===== src/sv/lcsi_ram.sv =====
// Generic single-port-write, one-read RAM with registered read data.
module lcsi_ram #(
  parameter int WIDTH = 8,
  parameter int DEPTH = 16
) (
  input  logic                     clk,
  input  logic                     we,
  input  logic [$clog2(DEPTH)-1:0] waddr,
  input  logic [WIDTH-1:0]         wdata,
  input  logic [$clog2(DEPTH)-1:0] raddr,
  output logic [WIDTH-1:0]         rdata
);
  logic [WIDTH-1:0] mem [DEPTH];

  always_ff @(posedge clk) begin
    if (we) begin
      mem[waddr] <= wdata;
    end
    rdata <= mem[raddr];
  end
endmodule


===== config.mk =====
export PLATFORM = sky130hd
export DESIGN_NAME = lcsi_ram
export DESIGN_NICKNAME = d
export VERILOG_FILES = /design/src/sv/lcsi_ram.sv
export SDC_FILE = /design/constraint.sdc
export NUM_CORES = 1
export LEC_CHECK = 0
export ABC_AREA = 1
export BUFFER_PORTS_ARGS = -buffer_cell sky130_fd_sc_hd__buf_2
export CORE_MARGIN = 10
export CORE_UTILIZATION = 55
export CTS_CLUSTER_SIZE = 14
export DETAILED_ROUTE_END_ITERATION = 10
export GPL_TIMING_DRIVEN = 0
export PLACE_DENSITY_LB_ADDON = 0.25
export REMOVE_ABC_BUFFERS = 1
export SETUP_SLACK_MARGIN = 0.5
export SYNTH_ARGS = -nofsm -noshare
export SYNTH_HDL_FRONTEND = slang
export SYNTH_SLANG_ARGS = --single-unit

===== constraint.sdc =====
create_clock -name clk -period 1.8 [get_ports clk]
set_input_delay 0.18 -clock clk [delete_from_list [all_inputs] [get_ports clk]]
set_output_delay 0.18 -clock clk [all_outputs]
set_load 0.05 [all_outputs]

==> run summary, run 1 <==
Counting the fill cells in the layout gives 805. At the end of routability-driven placement, the weighted congestion stood at 0.8146. The worst setup path is launched from a flip-flop. In this run the worst setup path terminates at rdata[2]. Initial antenna violation count: 0. The antenna diode count was 0. Along the worst hold path, the cell count comes to 3. The number of design-rule violations left by the first detailed-router iteration is 439, and the portion of the post-synthesis area used by sequential elements is 69.43%.

After detailed routing, the number of vias per cell comes to 5.273. Port buffering added 25 buffers. After detailed routing, the average wire length per cell comes to 16.59 um. Cell area power density: 1107 nW/um^2. Signal routing reaches up to met4. For this run, the detailed router's first-pass iteration total came to 5. STA classifies the critical path endpoint as an output port. In this run the mean area of a mapped cell was 10.47 um^2.

The run gives 56.11% as the initial cell density of the core. Total buffers and inverters traversed by the critical path: 1. The distinct cell type count after synthesis was 12; the fraction of layout cells with a size suffix above 1 was 8.748%. The reg-to-reg critical path startpoint was mem[6][1]. The min-delay analysis places its worst path in the category in -> reg. Before CTS, the worst setup slack after placement is -0.9967 ns.

For the count of buffers added by post-CTS timing repair for setup, the log shows 0. The logs give 17 for the number of clock buffers inserted by TritonCTS and 49.9% for the sequential share of power. In the routed design, unresolved DRC markers number 0. The logs give 1.09 ns for the arrival time of the worst setup path and 2.781 nW for the leakage component of the power.

Maximum number of buffers from clock root to sink: 2. The final net count was 589; the time the final worst path needs with I/O delays and setup was 1.270 ns. The worst register-to-register path ends at rdata[1]. The logs give 0.71 ns for the setup slack on the worst flop-to-flop path and 11.93 mm for the total detailed-routing wirelength.

The total overflow left after global routing is 0. The clock transition at the registers of the reported paths is 0.06 ns. The tools report the worst-case vdd ir drop as 742.8 uV. The Yosys step of the flow raised 0 warnings. The logs give 3791 for the via total after detailed routing and 5.567 mW for the internal power summed over all cells.

Clock network power share: 43.5%. Maximum fanout along the worst path: 1. The largest area contributor in the netlist is edfxtp_1. Summed over all nets, the switching power comes to 1.560 mW.

The headroom to the max-slew limit was 41.73%. Cell area after synthesis: 5767 um^2. The tool flagged a number of max-cap violations equal to 0. The fraction of power consumed by combinational cells is 6.6%. The synthesized design devotes to its leading area cell type 66.65% of total area. The total setup violations reported at the end of the flow was 0.

Summed over all nets, wire length on met2 after detailed routing comes to 6.230 mm. For this run, the total global-route usage over all layers was measured as 16.84%. For the pin with the worst max-slew slack, the measured transition is 0.8709 ns.

Traced cell by cell, the critical path runs through buf_2. Between clock sinks in the finished design, the worst skew comes to 0.005148 ns. Setup repair after global routing left no endpoint under its margin.

Counting tap cells, the placed design contains a total of 688 instances. TritonCTS built the clock tree. The floorplan step defined a die boundary enclosing 14980 um^2. The flow ran to the end, and the final reports show no timing, DRC or antenna violations. The depth of the worst register-to-register path was 6; the total count of max-transition violations in the final report was 0. The post-synthesis cell count was 551. The buffer type at the clock tree root is clkbuf_8. The placeable core region was 10280 um^2.

The final cell count without fillers is 719, and the number of buffers inserted for hold repair after clock tree synthesis is 0. The placement row count is 37. The maximum number of pins on one net before global-route repair is 66. The least setup slack across all paths after layout came out at 0.5303 ns.

After synthesis the netlist holds a flip-flop and latch count of 136. The number of logic stages on the critical path including buffering works out to 1. The clock tree synthesis step divided the H-tree into 4 levels. The number of sinks handled by clock tree synthesis was 136.

The share of total power consumed by net switching was 21.89%; the clock latency on the worst-skew pair was 0.53 ns. The wire length on met3 came out at 728 um. The worst setup path is of the reg -> out kind. In the post-synthesis netlist, the biggest area contributors are edfxtp_1, nand2_1, nand3_1, inv_1, dfxtp_1. Based on the critical path, the design can be clocked at up to 0.7876 GHz.

The number of ports placed on the die boundary is 26, and the area growth from synthesis to final layout is 11.65%. The number of global-route vias before repair is 3676. For this run, the slowest stage of the critical path takes 0.31 ns. In this run the vertical extent of the chip is 122.4 um. In this run the worst setup path begins at rdata[2]. Data on the critical path is required at its endpoint by 1.62 ns. The number of endpoints with negative hold slack in the final report is 0. Of the available clock period, the critical path in the final layout requires 70.54%. The logs give 7.203 mm for the detailed placement HPWL and 0 for the antenna violation net count after detailed routing. For this block, wires on met1 add up to 4.784 mm.

In this run the horizontal extent of the chip is 122.4 um. Largest delay contributor family on the critical path: flip-flops. The slowest stage cell on the critical path was dfxtp_1.

For the first-pass GRT wire length, the log shows 19.04 mm.
[synthesized netlist by cell type]
| library cell | instances |
|---|---|
| nand3b_1 | 2 |
| nor2_1 | 17 |
| nand2_1 | 173 |
| nand3_1 | 97 |
| buf_2 | 13 |
| dfxtp_1 | 8 |
| buf_6 | 6 |
| inv_1 | 100 |
| edfxtp_1 | 128 |
| buf_1 | 1 |
| buf_4 | 4 |
| inv_2 | 2 |
[worst min-delay path by stage]
stage          startpoint         to  slack, ns
2_1_floorplan    wdata[0]  mem[0][0]       0.28
3_3_place_gp     wdata[2]  mem[7][2]       0.56
3_5_place_dp     raddr[3]   rdata[4]       0.57
4_1_cts          raddr[3]   rdata[4]       0.01
5_1_grt          raddr[3]   rdata[5]       0.04
6_report         raddr[3]   rdata[4]       0.03
[final cells by class]
| class | count | area, um^2 | area share, % |
|---|---|---|---|
| Clock buffer | 17 | 414.1 | 6.432 |
| Clock inverter | 14 | 115.1 | 1.788 |
| Inverter | 102 | 387.9 | 6.024 |
| Multi-Input combinational cell | 289 | 1214 | 18.85 |
| Sequential cell | 136 | 4004 | 62.18 |
| Tap cell | 136 | 170.2 | 2.643 |
| Timing Repair Buffer | 25 | 133.9 | 2.079 |
[power by group through the flow]
stage	clock network, mW	registers (mW)	logic (mW)
detailed placement	0	3.62	0.466
CTS	3.14	3.56	0.469
global route	3.28	3.56	0.517
global placement	0	3.62	0.451
floorplan	0	3.70	0.191
finish	3.10	3.56	0.467
[registers in the layout (all words and copies together) (netlist names)]
name	cells
mem	128
rdata	8
[logic make-up (layout without fill, tap and decap cells)]
logic type | count (synthesis) | in the layout | share of synthesized area [%]
buf+inv | 126 | 158 | 9.525
flops | 136 | 136 | 69.43
simple gates | 289 | 289 | 21.05
[routing by layer]
metal | track usage (%) | up-vias
li1 | - | 1815
met1 | 19.88 | 1818
met2 | 28.90 | 142
met3 | 4.316 | 16
met4 | 6.701 | 0
met5 | 0 | -
[repair_timing]
item | in CTS | in global routing
pin swaps | 0 | 0
endpoints found under the setup margin | 8 | 1
resized for setup | 4 | 1
[per-stage QoR]
step	hold slack, ns	utilization [%]	total power [mW]	instance area [um^2]	setup TNS, ns
detailed placement	0.5711	57.37	4.090	5896	-7.236
CTS	0.01297	62.62	7.169	6436	0
global route	0.04043	62.65	7.363	6439	0
finish	0.03122	62.65	7.127	6439	0
global placement	0.5629	57.37	4.072	5896	-6.551
floorplan	0.2789	-	3.887	5600	0
[cells in the final DEF (no fill, tap or decap)]
| master | n |
|---|---|
| nand3_1 | 97 |
| clkbuf_16 | 16 |
| nor2_1 | 17 |
| buf_6 | 1 |
| nand2_1 | 173 |
| nand3b_1 | 2 |
| clkbuf_8 | 1 |
| buf_2 | 23 |
| clkinv_2 | 4 |
| inv_1 | 100 |
| bufinv_16 | 2 |
| clkinv_1 | 7 |
| dfxtp_1 | 8 |
| clkinv_4 | 1 |
| buf_4 | 1 |
| inv_6 | 1 |
| edfxtp_1 | 128 |
| inv_2 | 1 |
Power figures use the tool's default switching activity.
==> run 2, diff against run 1 <==
==> constraint.sdc (replaced) <==
create_clock -name clk -period 1.2 [get_ports clk]
set_input_delay 0.12 -clock clk [delete_from_list [all_inputs] [get_ports clk]]
set_output_delay 0.12 -clock clk [all_outputs]
set_load 0.05 [all_outputs]
==> run 2 against run 1 <==
Net effect: the flow now finishes with violations (negative hold slack); register-to-register slack worse by 0.51 ns; clock power is 51% higher; cell count is 3.9% higher; largest power group unchanged; total power is 54% higher; flip-flop and latch count stayed put; clock-buffer cell count stayed put; sequential share of layout area is 6.2 points lower; global-route usage is 0.85 points higher; worst setup slack worse by 0.46 ns; hold slack worse by 0.050 ns.
==> run summary, run 2 (synthesis results as in run 1) <==
The run finished, with violations left. The final reports fail on negative hold slack. Type of the most critical hold path: in -> reg. The tools report the clock latency on the worst-skew pair as 0.53 ns. For this design the static power due to leakage is 3.030 nW. The antenna violation net count after detailed routing came out at 0. Setup slack on the worst reg-to-reg path comes out at 0.20 ns. The critical path goes through buf_8. The tools report the number of levels the H-tree was split into as 4.

The total buffers and inverters traversed by the critical path was 1. Before CTS, the worst setup slack after placement is -1.537 ns. The floorplan has 37 rows. The worst setup path is captured at an output port. The first global-routing pass estimated 20.15 mm of wire. Broken down by cell family, the worst path's largest delay share belongs to flip-flops. In the layout the commonest cells are nand2_1, edfxtp_1, inv_1. In this run the critical register-to-register path is launched from mem[0][1]. Routability-driven placement finished with a final weighted congestion of 0.8146.

The number of global-route vias before repair is 3855. Slowest stage cell on the critical path: dfxtp_2. Uppermost metal layer occupied by signal nets: met4.

The tree is rooted in a clkbuf_8. For the peak clock frequency supported by timing, the log shows 0.8879 GHz. The actual transition at the worst max-transition pin came out at 0.4678 ns. The post-detailed-route wirelength per cell is 17.57 um. Total setup violations reported at the end of the flow: 0. TritonCTS built the clock tree. For this run, the post-layout net count is 617. The smallest clock period supported by the final layout is computed as 1.126 ns.

Detailed routing inserted a total of 3955 vias. The die is 122.4 um wide. Antenna diode count: 0. For the arrival time of the worst setup path, the log shows 1.01 ns. For this run, the total global-route usage over all layers was measured as 17.69%.

Entering global routing, the biggest net connects 66 pins. Dividing total power by cell area gives a power density of 1532 nW/um^2. The run gives 0 as the total of max-cap violations. The placed instances occupy a cell area of 5896 um^2. The routed wire length on met2 was 7.001 mm; the clock transition at the registers of the reported paths was 0.06 ns. The register area came out at 4014 um^2. The clock net in this run drives a total of 136 sinks. Depth of the worst register-to-register path: 6.

Dividing the final minimum period by the clock period gives 93.86%. The tools report the number of endpoints with negative hold slack in the final report as 5. The routed design uses 758 um of met3 wire. In the final routing, the length of wire on met1 measures 5.111 mm. Setup repair after global routing could not meet its margin everywhere. The maximum fanout along the worst path is 1, and the flip-flop count of the largest register, all copies and words added is 128. In this run the critical register-to-register path is captured at rdata[1]. The tools report the number of clock buffers inserted by TritonCTS as 17. The tools report the multi-input logic area as 1526 um^2. The end point of the worst hold path was rdata[7]. The tightest hold margin is -0.01857 ns, and the fraction of layout cells with a size suffix above 1 is 22.42%. For this configuration, the core starts out at a cell density of 56.11%.

For this block, the initial DRC count from the detailed router was 373. Data on the critical path is required at its endpoint by 1.08 ns. The filler cells instantiated in the layout total 686. The worst-case IR drop observed on VDD is 1095 uV. The critical path starts at rdata[0]. The tools report the global-route congestion overflow total as 0. The area growth from synthesis to layout is 24.30%.

For the detailed placement HPWL, the log shows 7.203 mm. The final layout contains routed wiring with a total length of 13.13 mm. The floorplan die height was 122.4 um; the cell depth of the worst hold path was 3. The residual DRC count is 0. The worst setup path is launched from a flip-flop.

The largest single stage delay on the critical path is 0.34 ns. Ranked by flip-flop count, first place goes to mem. The core region is 10280 um^2. The library cell used most frequently in the layout, excluding fill and tap cells, is nand2_1. The run gives 7168 um^2 as the finished layout cell area. The first detailed-routing pass took 5 iterations.

The number of port buffers came out at 25. Using the TritonRoute via totals, the vias-per-cell ratio works out to 5.295. The critical path in this run is classified as reg -> out. In this run the count of I/O pins placed on the die edge is 26. In this run the tightest slew margin relative to its limit is 68.81%. The run gives 0.07370 ns as the least setup slack across all paths after layout. The clock arrives with 0.006260 ns of skew.

The logs give 14980 um^2 for the area of the die and 2 for the maximum number of buffers from clock root to sink. The source of the worst hold timing path was raddr[3]. Initial antenna violation count: 0.

The largest registers in the layout are mem (128), rdata (8). The total count of max-transition violations in the final report was 0; the final core utilization was 69.75%.
[run 2: stage by stage]
stage / std cells / TNS (ns) / power [mW]
2_1_floorplan: 527 / 0 / 5.830
3_3_place_gp: 688 / -44.19 / 6.107
3_5_place_dp: 688 / -49.63 / 6.134
4_1_cts: 736 / 0 / 10.91
5_1_grt: 747 / 0 / 11.31
6_report: 747 / 0 / 10.98
[run 2: layout make-up]
class / instances / area share, %
clock buffer: 17 / 5.778
timing repair buffer: 53 / 7.418
inverter: 102 / 5.533
clock inverter: 14 / 1.606
sequential: 136 / 56.00
tap: 136 / 2.374
multi-input combinational: 289 / 21.30
[run 2: worst max path at each step]
| stage | endpoint | cells after the start |
|---|---|---|
| 6_report | rdata[0] | 1 |
| 5_1_grt | rdata[0] | 1 |
| 4_1_cts | rdata[2] | 1 |
| 3_5_place_dp | rdata[1] | 7 |
| 3_3_place_gp | rdata[1] | 8 |
| 2_1_floorplan | rdata[2] | 6 |
[run 2: power by group]
group | total (mW) | switching [mW] | internal [mW] | leakage (nW)
clock | 4.69 | 1.81 | 2.87 | 0.263
combinational | 0.934 | 0.625 | 0.310 | 1.54
sequential | 5.36 | 0.0409 | 5.32 | 1.22
[run 2: routing by layer]
| metal | track usage [%] | vias up |
|---|---|---|
| met1 | 21.17 | 1906 |
| met5 | 0 | - |
| met4 | 6.775 | 0 |
| met2 | 30.55 | 155 |
| li1 | - | 1871 |
| met3 | 3.994 | 23 |
[run 2: timing repair]
action                     in CTS  in global routing
hold buffers                    8                  3
pin swaps                      24                 37
resized for setup              77                 45
hold endpoints to repair      135                  1
setup endpoints to repair     144                136
buffers inserted                9                  8
